$ cat config.mk
export PLATFORM = sky130hd
export DESIGN_NAME = trial_division_prime_test_core
export DESIGN_NICKNAME = d
export VERILOG_FILES = /design/src/sv/tdpt_pkg.sv /design/src/sv/trial_division_prime_test_core.sv
export SDC_FILE = /design/constraint.sdc
export NUM_CORES = 1
export LEC_CHECK = 0
export ABC_AREA = 1
export BUFFER_PORTS_ARGS = -buffer_cell sky130_fd_sc_hd__buf_4
export CELL_PAD_IN_SITES_DETAIL_PLACEMENT = 0
export CELL_PAD_IN_SITES_GLOBAL_PLACEMENT = 2
export CORE_UTILIZATION = 40
export CTS_CLUSTER_SIZE = 10
export DETAILED_ROUTE_END_ITERATION = 8
export PLACE_DENSITY = 0.81
export SYNTH_ARGS = -nofsm -noshare
export SYNTH_HDL_FRONTEND = slang
export SYNTH_SLANG_ARGS = --single-unit
$ cat constraint.sdc
create_clock -name clk -period 9.85 [get_ports clk]
set_clock_uncertainty 0.05 [all_clocks]
set_input_delay 0.4925 -clock clk [delete_from_list [all_inputs] [get_ports clk]]
set_output_delay 0.4925 -clock clk [all_outputs]
set_load 0.02 [all_outputs]
$ cat src/sv/tdpt_pkg.sv
// Shared types and constants for the trial division prime test core.
package tdpt_pkg;

    // Width of the candidate word on the input port.
    localparam int CAND_W = 32;

    // Default width of the number actually tested.
    localparam int NUM_WIDTH_DEF = 32;

    // The first trial divisor.
    localparam int FIRST_DIVISOR = 2;

    // Sequencer states.
    typedef enum logic [2:0] {
        ST_IDLE,
        ST_CHECK,
        ST_DIV,
        ST_NEXT,
        ST_FINISH
    } tdpt_state_t;

endpackage

$ cat src/sv/trial_division_prime_test_core.sv
// Trial division primality tester built around one shared subtract-and-compare unit.
//
//   Channel   Direction   Handshake                   Payload
//   input     in          in_valid / in_stall         candidate [31:0]
//   output    out         out_valid / out_stall       is_prime
//
// A word is taken only while the sequencer is idle. Each trial divisor d takes
// a bound check of d*d, NUM_WIDTH restoring divider steps and a step of d.
// A finished result waits only while the output register is full and stalled.
// Reset clears the sequencer and the output valid flag.
module trial_division_prime_test_core #(
    parameter int NUM_WIDTH = tdpt_pkg::NUM_WIDTH_DEF
) (
    input  logic                        clk,
    input  logic                        rst_n,
    input  logic                        in_valid,
    output logic                        in_stall,
    input  logic [tdpt_pkg::CAND_W-1:0] candidate,
    output logic                        out_valid,
    input  logic                        out_stall,
    output logic                        is_prime
);

    // Divisor width: the last divisor tried is just above the square root.
    localparam int DW = (NUM_WIDTH + 1) / 2 + 1;
    // Partial remainder width: one bit more than the divisor.
    localparam int RW = DW + 1;
    // Width of the running square of the divisor.
    localparam int SW = NUM_WIDTH + 2;
    // Width of the divider bit counter.
    localparam int CW = $clog2(NUM_WIDTH);

    tdpt_pkg::tdpt_state_t state_reg, state_next;

    logic [NUM_WIDTH-1:0] num_reg, num_next;
    logic [DW-1:0]        div_reg, div_next;
    logic [SW-1:0]        sq_reg, sq_next;
    logic [RW-1:0]        rem_reg, rem_next;
    logic [CW-1:0]        cnt_reg, cnt_next;
    logic                 prime_reg, prime_next;
    logic                 out_valid_reg, out_valid_next;
    logic                 is_prime_reg, is_prime_next;

    // Shared unit: the shifted partial remainder compared with and reduced by
    // the divisor.
    logic [RW-1:0] rem_shift;
    logic [RW-1:0] rem_sub;
    logic          rem_ge;

    assign rem_shift = {rem_reg[RW-2:0], num_reg[cnt_reg]};
    assign rem_ge    = (rem_shift >= {1'b0, div_reg});
    assign rem_sub   = rem_shift - {1'b0, div_reg};

    always_ff @(posedge clk or negedge rst_n)
    begin
        if (!rst_n)
        begin
            state_reg     <= tdpt_pkg::ST_IDLE;
            out_valid_reg <= 1'b0;
        end
        else
        begin
            state_reg     <= state_next;
            out_valid_reg <= out_valid_next;
        end
    end

    always_ff @(posedge clk)
    begin
        num_reg      <= num_next;
        div_reg      <= div_next;
        sq_reg       <= sq_next;
        rem_reg      <= rem_next;
        cnt_reg      <= cnt_next;
        prime_reg    <= prime_next;
        is_prime_reg <= is_prime_next;
    end

    always_comb
    begin
        state_next     = state_reg;
        num_next       = num_reg;
        div_next       = div_reg;
        sq_next        = sq_reg;
        rem_next       = rem_reg;
        cnt_next       = cnt_reg;
        prime_next     = prime_reg;
        is_prime_next  = is_prime_reg;
        out_valid_next = out_valid_reg;

        // The downstream side takes the waiting result.
        if (out_valid_reg && !out_stall)
        begin
            out_valid_next = 1'b0;
        end

        unique case (state_reg)
            tdpt_pkg::ST_IDLE:
            begin
                if (in_valid)
                begin
                    num_next   = candidate[NUM_WIDTH-1:0];
                    div_next   = DW'(tdpt_pkg::FIRST_DIVISOR);
                    sq_next    = SW'(tdpt_pkg::FIRST_DIVISOR * tdpt_pkg::FIRST_DIVISOR);
                    state_next = tdpt_pkg::ST_CHECK;
                end
            end
            tdpt_pkg::ST_CHECK:
            begin
                if (num_reg < NUM_WIDTH'(tdpt_pkg::FIRST_DIVISOR))
                begin
                    // Zero and one are not prime.
                    prime_next = 1'b0;
                    state_next = tdpt_pkg::ST_FINISH;
                end
                else if (sq_reg > {2'b00, num_reg})
                begin
                    // Every divisor up to the square root left a remainder.
                    prime_next = 1'b1;
                    state_next = tdpt_pkg::ST_FINISH;
                end
                else
                begin
                    rem_next   = '0;
                    cnt_next   = CW'(NUM_WIDTH - 1);
                    state_next = tdpt_pkg::ST_DIV;
                end
            end
            tdpt_pkg::ST_DIV:
            begin
                rem_next = rem_ge ? rem_sub : rem_shift;
                if (cnt_reg == '0)
                begin
                    state_next = tdpt_pkg::ST_NEXT;
                end
                else
                begin
                    cnt_next = cnt_reg - 1'b1;
                end
            end
            tdpt_pkg::ST_NEXT:
            begin
                if (rem_reg == '0)
                begin
                    prime_next = 1'b0;
                    state_next = tdpt_pkg::ST_FINISH;
                end
                else
                begin
                    // (d + 1)^2 = d^2 + 2d + 1
                    sq_next    = sq_reg + SW'({div_reg, 1'b1});
                    div_next   = div_reg + 1'b1;
                    state_next = tdpt_pkg::ST_CHECK;
                end
            end
            tdpt_pkg::ST_FINISH:
            begin
                if (!out_valid_reg || !out_stall)
                begin
                    out_valid_next = 1'b1;
                    is_prime_next  = prime_reg;
                    state_next     = tdpt_pkg::ST_IDLE;
                end
            end
            default:
            begin
                state_next = tdpt_pkg::ST_IDLE;
            end
        endcase
    end

    assign in_stall  = (state_reg != tdpt_pkg::ST_IDLE);
    assign out_valid = out_valid_reg;
    assign is_prime  = is_prime_reg;

endmodule
# Word-level counts from Yosys, hierarchy flattened
# Index checks and enable logic that the tools add are counted.
[word_totals] reg_bits=112 in_bits=36
[classes] reduce_logical=18 n_eq_ne=13 n_mux=30 magnitude_cmp=4 n_addsub=4
[ops] cell="34-bit two-way mux" n=2
[ops] cell="34-bit case mux with 2 select lines" n=1
[ops] cell="18-bit two-way mux" n=3
[ops] cell="18-bit case mux with 2 select lines" n=1
[ops] cell="34-bit by 18-bit adder with 34-bit output" n=1
[ops] cell="34-bit by 32-bit greater-than comparator with 1-bit output" n=1
[ops] cell="17-bit two-way mux" n=2
[ops] cell="17-bit case mux with 2 select lines" n=1
[ops] cell="32-bit by 2-bit < comparator with 1-bit output, second input constant" n=1
[ops] cell="18-bit by 17-bit >= comparator with 1-bit output" n=1
[ops] cell="18-bit logical NOT" n=1
[ops] cell="3-bit two-way mux" n=6
[ops] cell="18-bit by 17-bit subtractor with 18-bit output" n=1
[ops] cell="17-bit by 1-bit adder with 17-bit output, second input constant" n=1
[ops] cell="2-bit != test, second input constant" n=8
[ops] cell="5-bit two-way mux" n=3
[ops] cell="3-bit case mux with 5 select lines" n=1
[ops] cell="3-bit AND reduction" n=4
[ops] cell="5-bit case mux with 2 select lines" n=1
[ops] cell="1-bit two-way mux" n=7
[ops] cell="3-bit by 2-bit equality test with 1-bit output, second input constant" n=2
[ops] cell="5-bit by 6-bit < comparator with 1-bit output, second input constant" n=1
[ops] cell="2-bit nonzero test" n=3
[ops] cell="1-bit binary-select mux with 5-bit select" n=1
[ops] cell="other kinds (13)" n=15

# Longest topological paths before layout
# Gate-level depths: netlist of the first run.
[depth] word_depth=5 mapped_depth=23 ltp_nobuf=23

# Worst setup path before layout of the first run
# OpenSTA, ideal clock, no wires.
[synth_path] kind="register to register" from="register state_reg[0]" to="register div_reg[0], enable pin" period_less_slack_ns=4.931 t_arrival_ns=4.351 setup_ns=0.530 path_stages_with_launch=4 n_path_buf=0 path_slack_ns=4.919 cell_sequence="dfrtp_1 > nor3_1 > inv_1 > o21ai_0"
[synth_between] elab_chain_len=3 elab_cells_between_ends=6 cone_classes="3 x eq/ne; 3 x reduce/logical"
[synth_rtl] item="start: declaration" line_no="trial_division_prime_test_core.sv:33" text="tdpt_pkg::tdpt_state_t state_reg, state_next;"
[synth_rtl] item="start signal: assignment" line_no="trial_division_prime_test_core.sv:58" text="state_reg <= tdpt_pkg::ST_IDLE;"
[synth_rtl] item="start signal: assignment" line_no="trial_division_prime_test_core.sv:63" text="state_reg <= state_next;"
[synth_rtl] item="3-bit by 2-bit equality test with 1-bit output / 3-bit logical NOT (equally long branches)" line_no="trial_division_prime_test_core.sv:97" text="unique case (state_reg)"
[synth_rtl] item="2-bit != test (no source line) / 2-bit nonzero test (equally long branches)"
[synth_rtl] item="3-bit AND reduction (no source line) *"
[synth_rtl] item="end signal: assignment" line_no="trial_division_prime_test_core.sv:71" text="div_reg <= div_next;"
[synth_rtl] item="end: declaration" line_no="trial_division_prime_test_core.sv:36" text="logic [DW-1:0] div_reg, div_next;"
# Mark *: on every way between the ends. The rest lies on a longest branch, timed or not.
# A chain may end at the register's enable or synchronous reset.

# Worst setup path in the final report of the first run
[layout_path] from="register cnt_reg[0]" to="register rem_reg[15] (data pin)"
[layout_between] elab_chain_len=5 elab_cells_between_ends=6 cone_classes="1 x add/sub; 1 x order compare; 4 x mux"
[layout_rtl] item="start: declaration" line_no="trial_division_prime_test_core.sv:39" text="logic [CW-1:0] cnt_reg, cnt_next;"
[layout_rtl] item="start signal: assignment" line_no="trial_division_prime_test_core.sv:74" text="cnt_reg <= cnt_next;"
[layout_rtl] item="1-bit binary-select mux with 5-bit select *" line_no="trial_division_prime_test_core.sv:50" text="assign rem_shift = {rem_reg[RW-2:0], num_reg[cnt_reg]};"
[layout_rtl] item="1-bit two-way mux (not written as such) *" line_no="trial_division_prime_test_core.sv:50"
[layout_rtl] item="18-bit by 17-bit subtractor with 18-bit output / 18-bit by 17-bit >= comparator with 1-bit output (equally long branches)" line_no="trial_division_prime_test_core.sv:52, trial_division_prime_test_core.sv:51"
[layout_rtl] item="18-bit two-way mux *" line_no="trial_division_prime_test_core.sv:131" text="rem_next = rem_ge ? rem_sub : rem_shift;"
[layout_rtl] item="18-bit case mux with 2 select lines *" line_no="trial_division_prime_test_core.sv:97"
[layout_rtl] item="end signal: assignment" line_no="trial_division_prime_test_core.sv:73" text="rem_reg <= rem_next;"
[layout_rtl] item="end: declaration" line_no="trial_division_prime_test_core.sv:38" text="logic [RW-1:0] rem_reg, rem_next;"
# Mark *: on every way between the ends. The rest lies on a longest branch, timed or not. The select of a mux whose other input is x is not followed.

==> results.sh, run 1 <==
export IMPL_critPathLaunchType="flip-flop"
export IMPL_netlist_area_leader_share_pct=38.71
export IMPL_port_buffers=38
export IMPL_clk_pin_slew_ns=0.09
export IMPL_drt_pre_antenna_iters=5
export IMPL_drv_slew=0
export IMPL_reg2reg_to="rem_reg[15]"
export IMPL_period_share_pct=40.19
export IMPL_hold_viol_final=0
export IMPL_r2r_slack_ns=5.89
export IMPL_postCtsResizedCells=0
export IMPL_antenna_found_initial=0
export IMPL_synthesis_nets=1169
export IMPL_path_cells="inv_1 > o21ai_0 > nand3_1 > nand3_1 > nand2_1 > nand2_1 > ha_1 > inv_1 > fa_1 > nand4_4 > nand4_4 > nand2_1 > o21ai_0 > nand2_1 > inv_1"
export IMPL_netlist_top_cells_area="edfxtp_1 (39%), nand2_1 (11%), ha_1 (10%)"
export IMPL_ctsHtreeMaxLevel=3
export IMPL_r2r_cells=15
export IMPL_cp_arrival_ns=4.04
export IMPL_period_needed_ns=3.959
export IMPL_ant_nets=0
export IMPL_slowest_stage="edfxtp_1"
export IMPL_largest_register_ffs=34
export IMPL_clkPwrFrac_pct=14.9
export IMPL_tns_ns=0
export IMPL_power_density_nw_per_um2=286.4
export IMPL_fmax_mhz=252.6
export IMPL_finalCoreUtilization_pct=45.57
export IMPL_critPathLaunch="cnt_reg[0]"
export IMPL_drv_cap=0
export IMPL_vias=7098
export IMPL_critPathMaxStageDelay_ns=0.72
export IMPL_core_area_um2=20360
export IMPL_power_frac_comb_pct=52.4
export IMPL_synth_area_um2=8378
export IMPL_grt_pass1_vias=6764
export IMPL_nNetsFinal=1208
export IMPL_cp_max_fo=34
export IMPL_start_util_pct=41.14
export IMPL_drc=0
export IMPL_place_congestion=0.8342
export IMPL_synth_warnings=0
export IMPL_cp_endpoint="rem_reg[15]"
export IMPL_tritoncts="built"
export IMPL_crit_top_cell="nand2_1"
export IMPL_switchingPower_uw=1292
export IMPL_irDropWorstVdd_mv=0.1406
export IMPL_leakagePower_uw=0.004014
export IMPL_cts_root_buf="clkbuf_16"
export IMPL_path_class="flip-flop to flip-flop"
export IMPL_yosysUniqueCellTypes=45
export IMPL_layout_drive_gt1_share_pct=10.93
export IMPL_grt_pass1_wl_mm=37.49
export IMPL_clkLatencyLatePin_ns=0.37
export IMPL_syn_inst=1063
export IMPL_cts_sinks=112
export IMPL_synth_top_area_cell="edfxtp_1"
export IMPL_hp_class="input pin to flip-flop"
export IMPL_rows=52
export IMPL_grt_max_degree=52
export IMPL_dp_cells=1360
export IMPL_synth_avg_cell_area_um2=7.882
export IMPL_ys_ff_latch=112
export IMPL_reg2reg_from="cnt_reg[0]"
export IMPL_pin_count=39
export IMPL_clk_path_buf_depth=2
export IMPL_fp_dieW_um=146.7
export IMPL_dieArea_um2=21530
export IMPL_routed_wl_mm=23.76
export IMPL_power_internal_uw=1366
export IMPL_vias_per_cell=5.155
export IMPL_cp_end_kind="flip-flop"
export IMPL_hpwl_mm=18.57
export IMPL_dr_first_iter_drc_count=445
export IMPL_fin_cells=1377
export IMPL_syn2layout_area_growth_pct=10.77
export IMPL_wire_per_inst_um=17.25
export IMPL_overflow=0
export IMPL_rsz0062_at_grt="no"
export IMPL_chipHeight_um=146.7
export IMPL_track_usage_pct=22.70
export IMPL_max_slew_margin_rel_pct=35.51
export IMPL_seq_area_frac_synth_pct=39.90
export IMPL_setup_viol=0
export IMPL_cts_buffers=9
export IMPL_power_switching_share_pct=48.62
export IMPL_num_antenna_cells=0
export IMPL_status="finished, final reports clean"
export IMPL_seqPwrFrac_pct=32.7
export IMPL_required_ns=9.93
export IMPL_tightest_slew_ns=0.9650
## Yosys cell counts
library cell,count
nand2_1,239
inv_1,134
nor2_1,125
edfxtp_1,108
a21oi_1,94
ha_1,68
nand3_1,56
o21ai_0,55
nor3_1,23
nand4_1,22
nor2_2,16
nand2_2,14
o21ai_2,11
o21a_1,9
xnor2_1,8
o21bai_1,7
a21o_1,5
clkbuf_1,5
nand3_2,5
o21ai_1,5
a31oi_1,4
buf_2,4
dfrtp_1,4
nand3b_1,4
xor2_1,4
o211ai_1,3
or2_2,3
a21oi_2,2
buf_1,2
buf_6,2
buf_8,2
clkinv_1,2
fa_1,2
inv_2,2
nand4_4,2
nor3b_1,2
nor4_1,2
a211oi_1,1
and2_4,1
and3_1,1
nand4_2,1
nor2_4,1
nor3b_2,1
o21bai_2,1
or2_1,1
## metrics by stage
step	hold slack (ns)	setup WS, ns	total power, uW	cell area, um2
global placement	0.2424	6.010	2279	8956
detailed placement	0.2426	5.925	2276	8956
global route	0.2265	5.521	2897	9280
floorplan	0.1469	4.919	1887	8378
finish	0.2429	5.891	2658	9280
CTS	0.2253	5.899	2685	9280
## worst min-delay path by stage
stage | startpoint | end | slack [ns] | cells after the start
floorplan | rst_n | out_valid | 0.15 | 0
global placement | rst_n | state_reg[0] | 0.24 | 1
detailed placement | rst_n | state_reg[0] | 0.24 | 1
CTS | candidate[17] | num_reg[17] | 0.23 | 1
global route | candidate[30] | num_reg[30] | 0.23 | 1
finish | candidate[23] | num_reg[23] | 0.24 | 1
## power by group through the flow
stage | logic, uW | registers [uW] | clock network (uW)
floorplan | 1060 | 824 | 0
detailed placement | 1400 | 878 | 0
CTS | 1400 | 870 | 411
global route | 1590 | 889 | 423
finish | 1390 | 870 | 396
global placement | 1400 | 878 | 0
## critical path: cells and delay by family (launching register included)
family / cells / cell delay, ns
DFF: 1 / 0.72
adders and majority gates: 2 / 0.64
AOI/OAI and AO/OA: 2 / 0.39
and+or+nand+nor: 8 / 1.44
buffers and inverters: 3 / 0.49
## logic make-up after synthesis
logic type	synth area share (%)
adder cells (fa/ha/maj)	10.63
AND/OR/NAND/NOR	27.61
flip-flops	39.90
buffers and inverters	7.363
AO/OA/AOI/OAI	13.23
XOR/XNOR	1.254
## repair_timing
action	4_1_cts	5_1_grt
hold buffers	1	0
setup buffers	0	0
endpoints found under the hold margin	4	0
setup endpoints to repair	0	0
## final cells by class
cell class	count	area, um2
Tap cell	270	337.8
Inverter	138	518.0
Fill cell	2112	11080
Multi-Input combinational cell	798	4442
Clock buffer	9	225.2
Timing Repair Buffer	43	325.3
Clock inverter	7	88.84
Sequential cell	112	3343
## routing by layer
layer | vias to the layer above | GRT usage [%] | routed length (um)
met5 | - | 0 | 0
met4 | 0 | 5.417 | 340
met3 | 14 | 3.199 | 829
met2 | 102 | 35.07 | 10510
met1 | 3308 | 33.33 | 12080
li1 | 3674 | - | -
## cell usage in the layout, fill, tap and decap left out, types with 11 or more instances in the layout
cell type / count
nand4_1: 22
nand3_1: 56
nor2_1: 124
a21oi_1: 94
o21ai_0: 54
nor3_1: 22
edfxtp_1: 108
nand2_2: 14
o21ai_2: 11
nor2_2: 16
ha_1: 68
buf_4: 42
nand2_1: 239
inv_1: 134
(Power assumes the default switching activity.)
==> run 2: changes to the inputs <==
--- a/config.mk
+++ b/config.mk
@@ -9,10 +9,10 @@
 export BUFFER_PORTS_ARGS = -buffer_cell sky130_fd_sc_hd__buf_4
 export CELL_PAD_IN_SITES_DETAIL_PLACEMENT = 0
 export CELL_PAD_IN_SITES_GLOBAL_PLACEMENT = 2
-export CORE_UTILIZATION = 40
+export CORE_UTILIZATION = 38
 export CTS_CLUSTER_SIZE = 10
 export DETAILED_ROUTE_END_ITERATION = 8
-export PLACE_DENSITY = 0.81
+export PLACE_DENSITY = 0.77
 export SYNTH_ARGS = -nofsm -noshare
 export SYNTH_HDL_FRONTEND = slang
 export SYNTH_SLANG_ARGS = --single-unit
==> constraint.sdc (replaced) <==
create_clock -name clk -period 4.15 [get_ports clk]
set_clock_uncertainty 0.05 [all_clocks]
set_input_delay 0.2075 -clock clk [delete_from_list [all_inputs] [get_ports clk]]
set_output_delay 0.2075 -clock clk [all_outputs]
set_load 0.02 [all_outputs]
==> run 2 against run 1 <==
- maximum frequency increased by 10%
- sequential share of layout area decreased by 1.3 points
- global-route usage decreased by 0.18 points
- die area increased by 5.2%
- utilization decreased by 0.38 points
- combinational power increased by 140%
- wire length increased by 3.2%
- sequential power increased by 140%
- hold slack got worse by 0.14 ns
- first-iteration DRC count decreased by 23%
- critical endpoint is now rem_reg[10]
- highest routed layer unchanged
==> results.sh, run 2 (same netlist as run 1, synthesis figures left out) <==
export IMPL_power_density_nw_per_um2=657.9
export IMPL_path_class="flip-flop to flip-flop"
export IMPL_rows=53
export IMPL_dr_first_iter_drc_count=343
export IMPL_cp_endpoint="rem_reg[10]"
export IMPL_grt_pass1_vias=6882
export IMPL_postCtsSetupBuffers=0
export IMPL_clk_pin_slew_ns=0.08
export IMPL_antenna_found_initial=0
export IMPL_setup_viol=0
export IMPL_path_buf_inv=3
export IMPL_setup_slack_ns=0.5656
export IMPL_cp_arrival_ns=3.67
export IMPL_fin_cells=1419
export IMPL_cp_top_family="simple AND/OR/NAND/NOR gates"
export IMPL_required_ns=4.24
export IMPL_path_cells="inv_1 > o21ai_0 > nand3_1 > nand3_1 > nand4_1 > nand2_1 > ha_1 > inv_1 > fa_1 > nand2_1 > nand2_1 > nand2_1 > nand2_1 > a21oi_1 > xor2_1 > nand2_1 > inv_1 > nor2_1"
export IMPL_cp_end_kind="flip-flop"
export IMPL_hpwl_mm=19.10
export IMPL_final_common_cell="nand2_1"
export IMPL_start_util_pct=39.36
export IMPL_clk_path_buf_depth=2
export IMPL_max_slew_margin_rel_pct=36.10
export IMPL_routed_wl_mm=24.53
export IMPL_path_depth=18
export IMPL_grt_pass1_wl_mm=37.96
export IMPL_core_area_um2=21290
export IMPL_layout_drive_gt1_share_pct=10.93
export IMPL_place_area_um2=8987
export IMPL_r2r_cells=18
export IMPL_crit_top_cell="nand2_1"
export IMPL_rsz0062_at_grt="no"
export IMPL_dieArea_um2=22650
export IMPL_grt_max_degree=52
export IMPL_tns_ns=0
export IMPL_dp_slack_ns=0.6067
export IMPL_reg2reg_to="rem_reg[10]"
export IMPL_r2r_slack_ns=0.57
export IMPL_drv_slew=0
export IMPL_cts_sinks=112
export IMPL_chipHeight_um=150.5
export IMPL_cp_max_fo=21
export IMPL_vias_per_cell=5.096
export IMPL_drc=0
export IMPL_ctsHtreeMaxLevel=3
export IMPL_port_buffers=38
export IMPL_ant_nets=0
export IMPL_period_share_pct=86.37
export IMPL_wire_per_inst_um=17.28
export IMPL_critPathMaxStageDelay_ns=0.70
export IMPL_drv_cap=0
export IMPL_drt_pre_antenna_iters=5
export IMPL_critPathLaunchType="flip-flop"
export IMPL_fmax_mhz=279.0
export IMPL_cts_root_buf="clkbuf_16"
export IMPL_nNetsFinal=1245
export IMPL_finalCoreUtilization_pct=45.19
export IMPL_final_cell_area_um2=9620
export IMPL_place_congestion=0.8335
export IMPL_cts_buffers=9
export IMPL_postCtsResizedCells=0
export IMPL_hold_viol_final=0
export IMPL_num_antenna_cells=0
export IMPL_critPathLaunch="cnt_reg[0]"
export IMPL_pin_count=39
export IMPL_largest_register_ffs=34
export IMPL_tightest_slew_ns=0.9497
export IMPL_slowest_stage="edfxtp_1"
export IMPL_hp_class="input pin to asynchronous set/reset pin"
export IMPL_clkLatencyLatePin_ns=0.37
export IMPL_overflow=0
export IMPL_final_cell_mix="nand2_1 (239), inv_1 (134), nor2_1 (124)"
export IMPL_leakagePower_uw=0.004159
export IMPL_period_needed_ns=3.584
export IMPL_vias=7231
export IMPL_dp_cells=1369
export IMPL_reg2reg_from="cnt_reg[0]"
export IMPL_track_usage_pct=22.52
export IMPL_status="finished, final reports clean"
export IMPL_irDropWorstVdd_mv=0.3024
export IMPL_fp_dieW_um=150.5
export IMPL_syn2layout_area_growth_pct=14.83
export IMPL_tritoncts="built"
## run 2: through the flow
step           hold slack (ns)  power [uW]
2_1_floorplan          -0.1381        4467
3_3_place_gp          -0.04242        5460
3_5_place_dp          -0.04322        5439
4_1_cts                0.09436        6392
5_1_grt                 0.1186        6908
6_report                0.1035        6329
## run 2: layer usage
| metal | share of wire (%) | routed length [um] | GRT usage, % |
|---|---|---|---|
| met5 | 0 | 0 | 0 |
| met2 | 44 | 10690 | 35.30 |
| met4 | 1.8 | 434 | 6.111 |
| met1 | 51 | 12520 | 32.49 |
| met3 | 3.6 | 881 | 2.727 |
## run 2: power by group
group | total (uW) | switching (uW) | internal (uW)
logic | 3350 | 2230 | 1120
clock network | 906 | 467 | 439
registers | 2070 | 356 | 1710
total | 6330 | 3050 | 3270
## run 2: cell type report
cell class              instances  area, um2
inverters                     138      518.0
multi-input cells             798       4437
repair buffers                 80      685.7
well taps                     275      344.1
clock inverters                 6      53.80
fillers                      2183      11670
flip-flops and latches        112       3343
clock buffers                  10      239.0
## run 2: worst min path at each step
stage,start,to,slack (ns)
floorplan,rst_n,out_valid,-0.14
finish,rst_n,out_valid,0.10
CTS,rst_n,out_valid,0.09
detailed placement,rst_n,out_valid,-0.04
global placement,rst_n,state_reg[0],-0.04
global route,rst_n,out_valid,0.12
## run 2: what timing repair did
item | 4_1_cts | 5_1_grt
endpoints found under the setup margin | 0 | 0
hold endpoints to repair | 37 | 0
hold buffers | 34 | 0
